`config.mk`:
```
export PLATFORM = sky130hd
export DESIGN_NAME = sha256_byte_stream_hasher_core
export DESIGN_NICKNAME = d
export VERILOG_FILES = /design/src/rtl/sha256_pkg.sv /design/src/rtl/sha256_byte_stream_hasher_core.sv /design/src/rtl/sha256_sched_ram.sv /design/src/rtl/sha256_chain_ram.sv
export SDC_FILE = /design/constraint.sdc
export NUM_CORES = 2
export LEC_CHECK = 0
export BUFFER_PORTS_ARGS = -buffer_cell sky130_fd_sc_hd__buf_2
export CAP_MARGIN = 30
export CORE_MARGIN = 5
export CORE_UTILIZATION = 45
export DETAILED_ROUTE_END_ITERATION = 6
export PLACE_DENSITY_LB_ADDON = 0.2
export SLEW_MARGIN = 20
export SYNTH_ARGS = -nofsm -noshare
export SYNTH_HDL_FRONTEND = slang
export SYNTH_HIERARCHICAL = 1
export SYNTH_SLANG_ARGS = --single-unit
```
`constraint.sdc`:
```
create_clock -name clk -period 7.5 [get_ports clk]
set_input_delay 1.125 -clock clk [delete_from_list [all_inputs] [get_ports clk]]
set_output_delay 1.125 -clock clk [all_outputs]
set_load 0.005 [all_outputs]
```
`src/rtl/sha256_pkg.sv`:
```
// Shared types, constants and round functions for the SHA-256 stream hasher.
package sha256_pkg;

  typedef enum logic [2:0] {
    ST_IDLE,
    ST_PAD,
    ST_LOAD,
    ST_ROUND,
    ST_FOLD,
    ST_ERD,
    ST_ECAP,
    ST_EOUT
  } state_t;

  typedef logic [7:0][31:0] work_t;

  localparam logic [0:0] CMD_ABSORB = 1'b0;
  localparam logic [0:0] CMD_FINISH = 1'b1;
  localparam logic [7:0] PAD_BYTE = 8'h80;
  localparam logic [5:0] EXTRA_FILL = 6'd56;

  function automatic logic [31:0] ror(input logic [31:0] x, input int n);
    ror = (x >> n) | (x << (32 - n));
  endfunction

  function automatic logic [31:0] init_hash(input logic [2:0] i);
    case (i)
      3'd0: init_hash = 32'h6A09E667;
      3'd1: init_hash = 32'hBB67AE85;
      3'd2: init_hash = 32'h3C6EF372;
      3'd3: init_hash = 32'hA54FF53A;
      3'd4: init_hash = 32'h510E527F;
      3'd5: init_hash = 32'h9B05688C;
      3'd6: init_hash = 32'h1F83D9AB;
      default: init_hash = 32'h5BE0CD19;
    endcase
  endfunction

  function automatic logic [31:0] round_k(input logic [5:0] t);
    case (t)
      6'd0: round_k = 32'h428A2F98;  6'd1: round_k = 32'h71374491;
      6'd2: round_k = 32'hB5C0FBCF;  6'd3: round_k = 32'hE9B5DBA5;
      6'd4: round_k = 32'h3956C25B;  6'd5: round_k = 32'h59F111F1;
      6'd6: round_k = 32'h923F82A4;  6'd7: round_k = 32'hAB1C5ED5;
      6'd8: round_k = 32'hD807AA98;  6'd9: round_k = 32'h12835B01;
      6'd10: round_k = 32'h243185BE; 6'd11: round_k = 32'h550C7DC3;
      6'd12: round_k = 32'h72BE5D74; 6'd13: round_k = 32'h80DEB1FE;
      6'd14: round_k = 32'h9BDC06A7; 6'd15: round_k = 32'hC19BF174;
      6'd16: round_k = 32'hE49B69C1; 6'd17: round_k = 32'hEFBE4786;
      6'd18: round_k = 32'h0FC19DC6; 6'd19: round_k = 32'h240CA1CC;
      6'd20: round_k = 32'h2DE92C6F; 6'd21: round_k = 32'h4A7484AA;
      6'd22: round_k = 32'h5CB0A9DC; 6'd23: round_k = 32'h76F988DA;
      6'd24: round_k = 32'h983E5152; 6'd25: round_k = 32'hA831C66D;
      6'd26: round_k = 32'hB00327C8; 6'd27: round_k = 32'hBF597FC7;
      6'd28: round_k = 32'hC6E00BF3; 6'd29: round_k = 32'hD5A79147;
      6'd30: round_k = 32'h06CA6351; 6'd31: round_k = 32'h14292967;
      6'd32: round_k = 32'h27B70A85; 6'd33: round_k = 32'h2E1B2138;
      6'd34: round_k = 32'h4D2C6DFC; 6'd35: round_k = 32'h53380D13;
      6'd36: round_k = 32'h650A7354; 6'd37: round_k = 32'h766A0ABB;
      6'd38: round_k = 32'h81C2C92E; 6'd39: round_k = 32'h92722C85;
      6'd40: round_k = 32'hA2BFE8A1; 6'd41: round_k = 32'hA81A664B;
      6'd42: round_k = 32'hC24B8B70; 6'd43: round_k = 32'hC76C51A3;
      6'd44: round_k = 32'hD192E819; 6'd45: round_k = 32'hD6990624;
      6'd46: round_k = 32'hF40E3585; 6'd47: round_k = 32'h106AA070;
      6'd48: round_k = 32'h19A4C116; 6'd49: round_k = 32'h1E376C08;
      6'd50: round_k = 32'h2748774C; 6'd51: round_k = 32'h34B0BCB5;
      6'd52: round_k = 32'h391C0CB3; 6'd53: round_k = 32'h4ED8AA4A;
      6'd54: round_k = 32'h5B9CCA4F; 6'd55: round_k = 32'h682E6FF3;
      6'd56: round_k = 32'h748F82EE; 6'd57: round_k = 32'h78A5636F;
      6'd58: round_k = 32'h84C87814; 6'd59: round_k = 32'h8CC70208;
      6'd60: round_k = 32'h90BEFFFA; 6'd61: round_k = 32'hA4506CEB;
      6'd62: round_k = 32'hBEF9A3F7; default: round_k = 32'hC67178F2;
    endcase
  endfunction

  function automatic logic [31:0] small_sigma0(input logic [31:0] x);
    small_sigma0 = ror(x, 7) ^ ror(x, 18) ^ (x >> 3);
  endfunction

  function automatic logic [31:0] small_sigma1(input logic [31:0] x);
    small_sigma1 = ror(x, 17) ^ ror(x, 19) ^ (x >> 10);
  endfunction

  // One compression round; element 0 is a, element 7 is h.
  function automatic work_t do_round(input work_t v, input logic [31:0] w,
                                     input logic [31:0] k);
    logic [31:0] s1;
    logic [31:0] ch;
    logic [31:0] s0;
    logic [31:0] mj;
    logic [31:0] t1;
    logic [31:0] t2;
    work_t r;
    s1 = ror(v[4], 6) ^ ror(v[4], 11) ^ ror(v[4], 25);
    ch = (v[4] & v[5]) ^ (~v[4] & v[6]);
    t1 = v[7] + s1 + ch + k + w;
    s0 = ror(v[0], 2) ^ ror(v[0], 13) ^ ror(v[0], 22);
    mj = (v[0] & v[1]) ^ (v[0] & v[2]) ^ (v[1] & v[2]);
    t2 = s0 + mj;
    r[7] = v[6];
    r[6] = v[5];
    r[5] = v[4];
    r[4] = v[3] + t1;
    r[3] = v[2];
    r[2] = v[1];
    r[1] = v[0];
    r[0] = t1 + t2;
    do_round = r;
  endfunction

endpackage

```
`src/rtl/sha256_byte_stream_hasher_core.sv`:
```
// Top level of the SHA-256 byte stream hasher: sequencer, round datapath, memories.
//
//  channel | ports                                        | direction
//  --------+----------------------------------------------+----------
//  in      | in_valid in_ready in_cmd in_data_byte        | input
//  out     | out_valid out_ready out_word_index           | output
//          | out_digest_word out_last                     |
//
// An absorb transaction is taken in IDLE; every 64th byte adds a compression whose
// expanded rounds are paced by the single read port of the
// schedule memory (four reads per expanded round). A finish transaction pads
// the block, compresses one or two blocks, then returns eight output
// transactions, each held until out_ready. in_ready is low while busy.
// Reset is synchronous; the chaining memory reads as the initial hash at once.
module sha256_byte_stream_hasher_core (
  input  logic        clk,
  input  logic        rst_n,
  input  logic        in_valid,
  output logic        in_ready,
  input  logic        in_cmd,
  input  logic [7:0]  in_data_byte,
  output logic        out_valid,
  input  logic        out_ready,
  output logic [2:0]  out_word_index,
  output logic [31:0] out_digest_word,
  output logic        out_last
);

  sha256_pkg::state_t state_r, state_nxt;
  logic [3:0]  cnt_r, cnt_nxt;
  logic [5:0]  t_r, t_nxt;
  logic [2:0]  ph_r, ph_nxt;
  logic [31:0] acc_r, acc_nxt;
  logic [5:0]  fill_r, fill_nxt;
  logic [60:0] total_r, total_nxt;
  logic        fin_r, fin_nxt;
  logic        extra_r, extra_nxt;
  logic        first_r, first_nxt;
  logic [3:0]  idx_r, idx_nxt;
  logic [31:0] wacc_r, wacc_nxt;
  sha256_pkg::work_t v_r, v_nxt;
  logic        out_valid_r, out_valid_nxt;
  logic [31:0] out_word_r, out_word_nxt;
  logic [2:0]  e_r, e_nxt;

  logic        w_we;
  logic [3:0]  w_wa;
  logic [31:0] w_wd;
  logic [3:0]  w_ra;
  logic [31:0] w_q;
  logic        h_clr;
  logic        h_we;
  logic [2:0]  h_wa;
  logic [31:0] h_wd;
  logic [2:0]  h_ra;
  logic [31:0] h_q;

  logic [2:0]  cm1;
  logic [31:0] pad_word;
  logic [31:0] w_cur;
  logic [31:0] len_hi;
  logic [31:0] len_lo;

  assign cm1    = 3'(cnt_r - 4'd1);
  assign len_hi = total_r[60:29];
  assign len_lo = {total_r[28:0], 3'b000};

  // Form the word that carries the pad marker after any pending bytes
  always_comb begin
    case (fill_r[1:0])
      2'd0: pad_word = {sha256_pkg::PAD_BYTE, 24'h0};
      2'd1: pad_word = {acc_r[7:0], sha256_pkg::PAD_BYTE, 16'h0};
      2'd2: pad_word = {acc_r[15:0], sha256_pkg::PAD_BYTE, 8'h0};
      default: pad_word = {acc_r[23:0], sha256_pkg::PAD_BYTE};
    endcase
  end

  sha256_sched_ram u_sched (
    .clk (clk),
    .we  (w_we),
    .wa  (w_wa),
    .wd  (w_wd),
    .ra  (w_ra),
    .q   (w_q)
  );

  sha256_chain_ram u_chain (
    .clk   (clk),
    .rst_n (rst_n),
    .clr   (h_clr),
    .we    (h_we),
    .wa    (h_wa),
    .wd    (h_wd),
    .ra    (h_ra),
    .q     (h_q)
  );

  // Hold control state
  always_ff @(posedge clk) begin
    if (!rst_n) begin
      state_r     <= sha256_pkg::ST_IDLE;
      fill_r      <= '0;
      total_r     <= '0;
      fin_r       <= 1'b0;
      extra_r     <= 1'b0;
      first_r     <= 1'b0;
      out_valid_r <= 1'b0;
      cnt_r       <= '0;
      t_r         <= '0;
      ph_r        <= '0;
      idx_r       <= '0;
      e_r         <= '0;
    end else begin
      state_r     <= state_nxt;
      fill_r      <= fill_nxt;
      total_r     <= total_nxt;
      fin_r       <= fin_nxt;
      extra_r     <= extra_nxt;
      first_r     <= first_nxt;
      out_valid_r <= out_valid_nxt;
      cnt_r       <= cnt_nxt;
      t_r         <= t_nxt;
      ph_r        <= ph_nxt;
      idx_r       <= idx_nxt;
      e_r         <= e_nxt;
    end
  end

  // Hold payload state
  always_ff @(posedge clk) begin
    acc_r      <= acc_nxt;
    wacc_r     <= wacc_nxt;
    v_r        <= v_nxt;
    out_word_r <= out_word_nxt;
  end

  // Sequence absorb, padding, compression and digest output
  always_comb begin
    state_nxt     = state_r;
    cnt_nxt       = cnt_r;
    t_nxt         = t_r;
    ph_nxt        = ph_r;
    acc_nxt       = acc_r;
    fill_nxt      = fill_r;
    total_nxt     = total_r;
    fin_nxt       = fin_r;
    extra_nxt     = extra_r;
    first_nxt     = first_r;
    idx_nxt       = idx_r;
    wacc_nxt      = wacc_r;
    v_nxt         = v_r;
    out_valid_nxt = out_valid_r;
    out_word_nxt  = out_word_r;
    e_nxt         = e_r;
    in_ready      = 1'b0;
    w_we          = 1'b0;
    w_wa          = '0;
    w_wd          = '0;
    w_ra          = '0;
    w_cur         = w_q;
    h_clr         = 1'b0;
    h_we          = 1'b0;
    h_wa          = '0;
    h_wd          = '0;
    h_ra          = '0;
    case (state_r)
      sha256_pkg::ST_IDLE: begin
        in_ready = 1'b1;
        if (in_valid) begin
          if (in_cmd == sha256_pkg::CMD_ABSORB) begin
            acc_nxt   = {acc_r[23:0], in_data_byte};
            fill_nxt  = fill_r + 6'd1;
            total_nxt = total_r + 61'd1;
            if (fill_r[1:0] == 2'd3) begin
              w_we = 1'b1;
              w_wa = fill_r[5:2];
              w_wd = {acc_r[23:0], in_data_byte};
            end
            if (fill_r == 6'd63) begin
              fin_nxt   = 1'b0;
              cnt_nxt   = '0;
              state_nxt = sha256_pkg::ST_LOAD;
            end
          end else begin
            fin_nxt   = 1'b1;
            extra_nxt = (fill_r >= sha256_pkg::EXTRA_FILL);
            first_nxt = 1'b1;
            idx_nxt   = fill_r[5:2];
            state_nxt = sha256_pkg::ST_PAD;
          end
        end
      end
      sha256_pkg::ST_PAD: begin
        w_we = 1'b1;
        w_wa = idx_r;
        if (first_r) begin
          w_wd = pad_word;
        end else if (!extra_r && idx_r == 4'd14) begin
          w_wd = len_hi;
        end else if (!extra_r && idx_r == 4'd15) begin
          w_wd = len_lo;
        end
        first_nxt = 1'b0;
        if (idx_r == 4'd15) begin
          cnt_nxt   = '0;
          state_nxt = sha256_pkg::ST_LOAD;
        end else begin
          idx_nxt = idx_r + 4'd1;
        end
      end
      sha256_pkg::ST_LOAD: begin
        h_ra = cnt_r[2:0];
        if (cnt_r != 4'd0) begin
          v_nxt[cm1] = h_q;
        end
        if (cnt_r == 4'd8) begin
          t_nxt     = '0;
          ph_nxt    = '0;
          state_nxt = sha256_pkg::ST_ROUND;
        end else begin
          cnt_nxt = cnt_r + 4'd1;
        end
      end
      sha256_pkg::ST_ROUND: begin
        if (ph_r == 3'd0) begin
          w_ra   = t_r[3:0];
          ph_nxt = 3'd1;
        end else if (t_r[5:4] != 2'd0 && ph_r == 3'd1) begin
          wacc_nxt = w_q;
          w_ra     = t_r[3:0] + 4'd1;
          ph_nxt   = 3'd2;
        end else if (t_r[5:4] != 2'd0 && ph_r == 3'd2) begin
          wacc_nxt = wacc_r + sha256_pkg::small_sigma0(w_q);
          w_ra     = t_r[3:0] + 4'd9;
          ph_nxt   = 3'd3;
        end else if (t_r[5:4] != 2'd0 && ph_r == 3'd3) begin
          wacc_nxt = wacc_r + w_q;
          w_ra     = t_r[3:0] + 4'd14;
          ph_nxt   = 3'd4;
        end else begin
          // Finish the schedule word if expanded, then run the round
          if (t_r[5:4] != 2'd0) begin
            w_cur = wacc_r + sha256_pkg::small_sigma1(w_q);
            w_we  = 1'b1;
            w_wa  = t_r[3:0];
            w_wd  = w_cur;
          end
          v_nxt  = sha256_pkg::do_round(v_r, w_cur, sha256_pkg::round_k(t_r));
          ph_nxt = '0;
          if (t_r == 6'd63) begin
            cnt_nxt   = '0;
            state_nxt = sha256_pkg::ST_FOLD;
          end else begin
            t_nxt = t_r + 6'd1;
          end
        end
      end
      sha256_pkg::ST_FOLD: begin
        h_ra = cnt_r[2:0];
        if (cnt_r != 4'd0) begin
          h_we = 1'b1;
          h_wa = cm1;
          h_wd = h_q + v_r[cm1];
        end
        if (cnt_r == 4'd8) begin
          if (!fin_r) begin
            state_nxt = sha256_pkg::ST_IDLE;
          end else if (extra_r) begin
            extra_nxt = 1'b0;
            first_nxt = 1'b0;
            idx_nxt   = '0;
            state_nxt = sha256_pkg::ST_PAD;
          end else begin
            e_nxt     = '0;
            state_nxt = sha256_pkg::ST_ERD;
          end
        end else begin
          cnt_nxt = cnt_r + 4'd1;
        end
      end
      sha256_pkg::ST_ERD: begin
        h_ra      = e_r;
        state_nxt = sha256_pkg::ST_ECAP;
      end
      sha256_pkg::ST_ECAP: begin
        out_word_nxt  = h_q;
        out_valid_nxt = 1'b1;
        state_nxt     = sha256_pkg::ST_EOUT;
      end
      sha256_pkg::ST_EOUT: begin
        if (out_ready) begin
          out_valid_nxt = 1'b0;
          if (e_r == 3'd7) begin
            // Drop the finished message and start over from the initial hash
            h_clr     = 1'b1;
            fill_nxt  = '0;
            total_nxt = '0;
            fin_nxt   = 1'b0;
            state_nxt = sha256_pkg::ST_IDLE;
          end else begin
            e_nxt     = e_r + 3'd1;
            state_nxt = sha256_pkg::ST_ERD;
          end
        end
      end
      default: begin
        state_nxt = sha256_pkg::ST_IDLE;
      end
    endcase
  end

  assign out_valid       = out_valid_r;
  assign out_word_index  = e_r;
  assign out_digest_word = out_word_r;
  assign out_last        = (e_r == 3'd7);

endmodule

```
`src/rtl/sha256_sched_ram.sv`:
```
// Sixteen-word block and message schedule memory, one write and one read port.
module sha256_sched_ram (
  input  logic        clk,
  input  logic        we,
  input  logic [3:0]  wa,
  input  logic [31:0] wd,
  input  logic [3:0]  ra,
  output logic [31:0] q
);

  logic [31:0] mem [16];
  logic [31:0] q_r;

  // Write and registered read
  always_ff @(posedge clk) begin
    if (we) begin
      mem[wa] <= wd;
    end
    q_r <= mem[ra];
  end

  assign q = q_r;

endmodule

```
`src/rtl/sha256_chain_ram.sv`:
```
// Eight-word chaining memory; entries not yet written read as the initial hash.
module sha256_chain_ram (
  input  logic        clk,
  input  logic        rst_n,
  input  logic        clr,
  input  logic        we,
  input  logic [2:0]  wa,
  input  logic [31:0] wd,
  input  logic [2:0]  ra,
  output logic [31:0] q
);

  logic [31:0] mem [8];
  logic [31:0] q_r;
  logic [7:0]  vld_r;
  logic        qv_r;
  logic [2:0]  qa_r;

  // Track written entries; clear returns every entry to the initial hash
  always_ff @(posedge clk) begin
    if (!rst_n || clr) begin
      vld_r <= '0;
    end else if (we) begin
      vld_r[wa] <= 1'b1;
    end
  end

  // Write and registered read
  always_ff @(posedge clk) begin
    if (we) begin
      mem[wa] <= wd;
    end
    q_r  <= mem[ra];
    qv_r <= vld_r[ra];
    qa_r <= ra;
  end

  assign q = qv_r ? q_r : sha256_pkg::init_hash(qa_r);

endmodule
```
# Yosys cells after proc, flatten, opt, wreduce, memory -nomap -nowiden
# Memory sizes are Yosys's and may differ from the RTL's. A register that Yosys moved wholly into a read port is not among the register bits.
# Cells that the tools add are included.
[op_classes] n_addsub=21 bitwise_logic=30 mux=166 eq_ne=48 order_cmp=6 n_reduce_logical=39
[ops] cell="2-to-1 mux 256 bit" count=5
[ops] cell="2-to-1 mux 32 bit" count=30
[ops] cell="case mux 256 bit (2 select lines)" count=1
[ops] cell="adder 32 bit" count=11
[ops] cell="bitwise XOR 32 bit" count=9
[ops] cell="bitwise mux 256 bit" count=1
[ops] cell="2-to-1 mux 61 bit" count=4
[ops] cell="case mux 32 bit (7 select lines)" count=1
[ops] cell="case mux 32 bit (3 select lines)" count=2
[ops] cell="AND 32 bit" count=5
[ops] cell="case mux 61 bit (2 select lines)" count=1
[ops] cell="2-to-1 mux 4 bit" count=29
[ops] cell="binary-select mux 32 bit (select 3 bit)" count=1
[ops] cell="demux 32 bit (select 3 bit)" count=1
[ops] cell="2-to-1 mux 3 bit" count=27
[ops] cell="2-to-1 mux 6 bit" count=12
[ops] cell="adder 61 x 1 -> 61 bit, second input constant" count=1
[ops] cell="!= test 2 bit, second input constant" count=22
[ops] cell="2-to-1 mux 1 bit" count=35
[ops] cell="inverter 32 bit" count=1
[ops] cell="bitwise OR 10 x 32 -> 32 bit" count=1
[ops] cell="bitwise OR 13 x 32 -> 32 bit" count=1
[ops] cell="bitwise OR 14 x 32 -> 32 bit" count=1
[ops] cell="bitwise OR 15 x 32 -> 32 bit" count=1
[ops] cell="50 further kinds" count=107
[totals] romBits=2048 in_bits=13 ram_bits=768 word_cells=339 out_inout_bits=38 reg_bits=450 n_memories=3
[mem_list] memory="(name not given)" depth=64 word_bits=32 read_ports=1 rd_ports_with_merged_regs=1 wr=0 line_no="sha256_pkg.sv:40" text="case (t)"
[mem_list] memory="u_sched.mem" depth=16 word_bits=32 read_ports=1 rd_ports_with_merged_regs=1 wr=1 line_no="sha256_sched_ram.sv:11" text="logic [31:0] mem [16];"
[mem_list] memory="u_chain.mem" depth=8 word_bits=32 read_ports=1 rd_ports_with_merged_regs=1 wr=1 line_no="sha256_chain_ram.sv:13" text="logic [31:0] mem [8];"

# Logic depth before layout (Yosys ltp)
[logic_depth] word_depth=17 depth_mapped=43 mapped_depth_nobuf=42

# Hierarchy
# The synthesis kept the hierarchy.
[modules_own_cells] module="sha256_byte_stream_hasher_core" n_inst=1 cells_each=4761 area_per_inst_um2=40740.3 seq_area_each_um2=12852.3
[modules_own_cells] module="sha256_sched_ram" n_inst=1 cells_each=838 area_per_inst_um2=19835.3 seq_area_each_um2=16015.4
[modules_own_cells] module="sha256_chain_ram" n_inst=1 cells_each=546 area_per_inst_um2=11259.5 seq_area_each_um2=8568.2

# Worst setup path after synthesis
# OpenSTA, ideal clock, no wires.
[synth_timing] path_type="register -> register" start="register u_sched.q_r[10], in the netlist u_sched/q[10], read port of u_sched.mem" end="register v_r[31] (netlist name), data pin" n_path_buf=1 arrival_ns=7.886 stages_incl_launch_ff=39 period_less_slack_ns=8.140 required_ns=7.246 path_slack_ns=-0.640 setup_ns=0.254 cell_sequence="dfxtp_1 > clkbuf_1 > xnor2_1 > xnor2_1 > ha_1 > inv_1 > fa_1 > nor2b_1 > o21a_1 > o21ai_0 > a31oi_1 > a2111oi_0 > o21bai_1 > a21oi_1 > o21bai_1 > a21oi_1 > xor2_1 > o21ai_0 > (+3 left out) > nor2_1 > nor2_1 > o21ai_0 > a31oi_1 > o21ai_0 > a21oi_1 > nand2b_1 > or3b_2 > and3_1 > fa_1 > xor2_1 > xnor2_1 > xnor2_1 > or4_1 > mux2_2 > o311ai_0 > xnor3_1 > a2bb2o_4"
[synth_lines] item="start: declaration" line_no="sha256_sched_ram.sv:12" text="logic [31:0] q_r;"
[synth_lines] item="end signal: assignment" line_no="sha256_byte_stream_hasher_core.sv:133" text="v_r <= v_nxt;"
[synth_lines] item="end: declaration" line_no="sha256_byte_stream_hasher_core.sv:41" text="sha256_pkg::work_t v_r, v_nxt;"

==> flow_metrics.env <==
export IMPL_drcViolationCount=3
export IMPL_synth_edf_count=1112
export IMPL_grt_total_usage=0.287
export IMPL_root_buffer="clkbuf_16"
export IMPL_rsz0062_at_grt="yes"
export IMPL_worst_path_max_fanout=4
export IMPL_finalCriticalPeriod_ps=7790
export IMPL_grt_pass1_vias=51800
export IMPL_wl_um=247000
export IMPL_final_common_cell="edfxtp_1"
export IMPL_numCtsBuffers=144
export IMPL_dp_cells=8469
export IMPL_grt_max_degree=129
export IMPL_violations="DRC, setup timing"
export IMPL_synth_nets=6511
export IMPL_dieArea_sq_mm=0.168
export IMPL_syn_area_sq_mm=0.0718
export IMPL_antenna_found_initial=6
export IMPL_wl_per_cell_um=28.1
export IMPL_required_ps=8030
export IMPL_max_cap_viol_count=0
export IMPL_place_congestion=1.00
export IMPL_ctsHoldBuffers=0
export IMPL_grt_pass1_wl_um=357000
export IMPL_viasPerCell=6.12
export IMPL_synth_mux_area_frac=0.0763
export IMPL_yosys_warnings=6
export IMPL_synthCells=6145
export IMPL_max_freq_ghz=0.128
export IMPL_fin_skew_ps=69.5
export IMPL_io_buffers=50
export IMPL_die_h_um=410
export IMPL_drtIter0Drc=6325
export IMPL_avgSynthCellArea_sq_um=11.7
export IMPL_start_util=0.453
export IMPL_end_kind="flip-flop"
export IMPL_status="finished, violations left"
export IMPL_htreeDepth=4
export IMPL_synth_top_family_by_area="compound AO/OA/AOI/OAI gates"
export IMPL_yosysSeqAreaShare=0.521
export IMPL_synth_xor_area_frac=0.0591
export IMPL_die_w_um=410
export IMPL_worstMarginPinSlew_ps=1110
export IMPL_synth_seq_cells=1314
export IMPL_core_sq_mm=0.159
export IMPL_mostFrequentLayoutCells="1112 x edfxtp_1, 632 x nand2_1, 618 x buf_4, 447 x o21ai_0, 310 x inv_1"
export IMPL_drv_slew=0
export IMPL_cts_tree="built"
export IMPL_setup_ws_ps=-287
export IMPL_cts_buffer_depth=3
export IMPL_hold_path_class="reg2reg"
export IMPL_synth_ff_type="edfxtp_1"
export IMPL_fin_tns_setup_ps=-478
export IMPL_period_share=1.04
export IMPL_final_nets=6947
export IMPL_synth_cell_type_count=99
export IMPL_powerDensity_mw_per_mm2=407
export IMPL_relSlewSlack=0.256
export IMPL_seq_area_sq_mm=0.0374
export IMPL_row_count=146
export IMPL_hold_ws_ps=465
export IMPL_dr_pass1_iters=7
export IMPL_critPathArrivalTime_ps=8320
export IMPL_clkSinkCount=1314
export IMPL_path_class="reg2reg"
export IMPL_multiInputGateArea_sq_mm=0.0330
export IMPL_insertion_delay_ps=810
export IMPL_hold_viol_final=0
export IMPL_leakage_uw=0.0301
export IMPL_drive_gt1_frac=0.219
export IMPL_synth_compound_area_frac=0.138
export IMPL_vias=53700
export IMPL_peakVddDrop_uv=455
export IMPL_synth_simple_gate_area_frac=0.0897
export IMPL_layout_cells_non_filler=8777
export IMPL_fillers=13700
export IMPL_finalSetupViolations=4
export IMPL_hpwl_um=173000
export IMPL_async_flop_share=0
export IMPL_area_growth_syn_to_layout_pct=17.7
export IMPL_grt_remaining_overflow=0
export IMPL_crit_path_frequent_cell="a21oi_2"
export IMPL_cp_slowest_stage_delay_ps=500
export IMPL_antenna_left=0
export IMPL_ios=51
export IMPL_clkTransAtPathRegs_ps=60
export IMPL_synthAdderAreaFrac=0.0753
export IMPL_critPathSlowestCell="fa_1"
export IMPL_start_kind="flip-flop"
==> final timing paths <==
path / startpoint / endpoint / slack (ps) / depth (start not counted)
setup / recovery: u_sched/q[19] / v_r[31] / -290 / 42
hold / removal: u_chain/vld_r[6] / u_chain/vld_r[6] / 470 / 2
setup reg to reg: u_sched/q[19] / v_r[31] / -290 / 42
hold reg to reg: u_chain/vld_r[6] / u_chain/vld_r[6] / 470 / 2
==> per-layer routing <==
metal	track usage	wire length (um)	share of wire
met5	0	37	0.00015
met4	0.115	11800	0.048
met3	0.0653	23200	0.094
met2	0.449	112000	0.45
met1	0.390	99800	0.40
==> where the power goes <==
part | internal (uW) | leakage (uW) | switching, uW | total (uW)
Sequential | 8230 | 0.0114 | 154 | 8380
Clock | 4210 | 0.00239 | 3120 | 7340
Combinational | 8710 | 0.0163 | 9950 | 18700
==> cell type report <==
class | instances | area share
Antenna cell | 2 | 0.0000592
Sequential cell | 1314 | 0.443
Timing Repair Buffer | 696 | 0.0635
Tap cell | 2072 | 0.0307
Clock buffer | 187 | 0.0458
Inverter | 326 | 0.0145
Clock inverter | 81 | 0.0127
Multi-Input combinational cell | 4099 | 0.390
==> state kept, by name, indices dropped and copies added, names as in the netlist, 32 cells and up, named ones only <==
register / count
v_r: 256
wacc_r: 32
u_chain/mem: 256
out_digest_word: 32
u_chain/q_r: 32
total_r: 61
u_sched/mem: 512
u_sched/q: 32
==> worst max-delay path, delay by kind of cell, from the launching register on <==
family,cells,cell delay [ps]
AO/OA/AOI/OAI,20,2870
adder cells (fa/ha/maj),6,2030
XOR/XNOR,5,990
AND/OR/NAND/NOR,6,570
flip-flops,1,360
buffers and inverters,4,350
multiplexers,1,310
==> kinds of logic (layout without fill, tap and decap cells) <==
kind of cell | Yosys count | after routing
buffers and inverters | 732 | 1290
adder cells (fa/ha/maj) | 356 | 356
AO/OA/AOI/OAI | 1548 | 1548
AND/OR/NAND/NOR | 1425 | 1425
flip-flops | 1314 | 1314
other | 0 | 2
multiplexers | 289 | 289
XOR/XNOR | 481 | 481
==> Yosys cell counts (29+ instances only) <==
master,number,area share
a221oi_1,42,0.0051
mux4_2,185,0.058
dfxtp_1,202,0.056
a21oi_1,282,0.020
o21bai_1,31,0.0032
o21ai_0,478,0.033
a21o_1,114,0.012
a22oi_1,216,0.023
clkbuf_1,315,0.016
buf_2,39,0.0027
nor3_1,59,0.0041
nor2b_1,29,0.0025
inv_1,323,0.017
a31oi_1,39,0.0034
o22ai_1,75,0.0065
buf_1,29,0.0015
a211oi_1,37,0.0039
nand4_1,69,0.0060
mux2_2,76,0.012
nand2_1,644,0.034
nor2_1,324,0.017
xor2_1,207,0.025
nand3_1,96,0.0067
ha_1,225,0.039
nand2b_1,49,0.0043
edfxtp_1,1112,0.46
and3_1,43,0.0037
xnor2_1,272,0.033
fa_1,128,0.036
o211ai_1,40,0.0042
==> per-stage QoR <==
stage	cell area [sq um]	setup WS, ps	power (uW)	utilization
4_1_cts	84000	-174	33200	0.530
3_3_place_gp	78200	-684	24700	0.493
5_1_grt	84500	-652	36100	0.533
3_5_place_dp	78300	-701	24700	0.494
6_report	84500	-287	34400	0.533
2_1_floorplan	72000	8.76	17600	-
==> repair_timing <==
item	in CTS	in global routing
resized for setup	125	90
endpoints found under the setup margin	16	28
setup buffers	23	14
pin swaps	70	69
(Power assumes the default switching activity.)
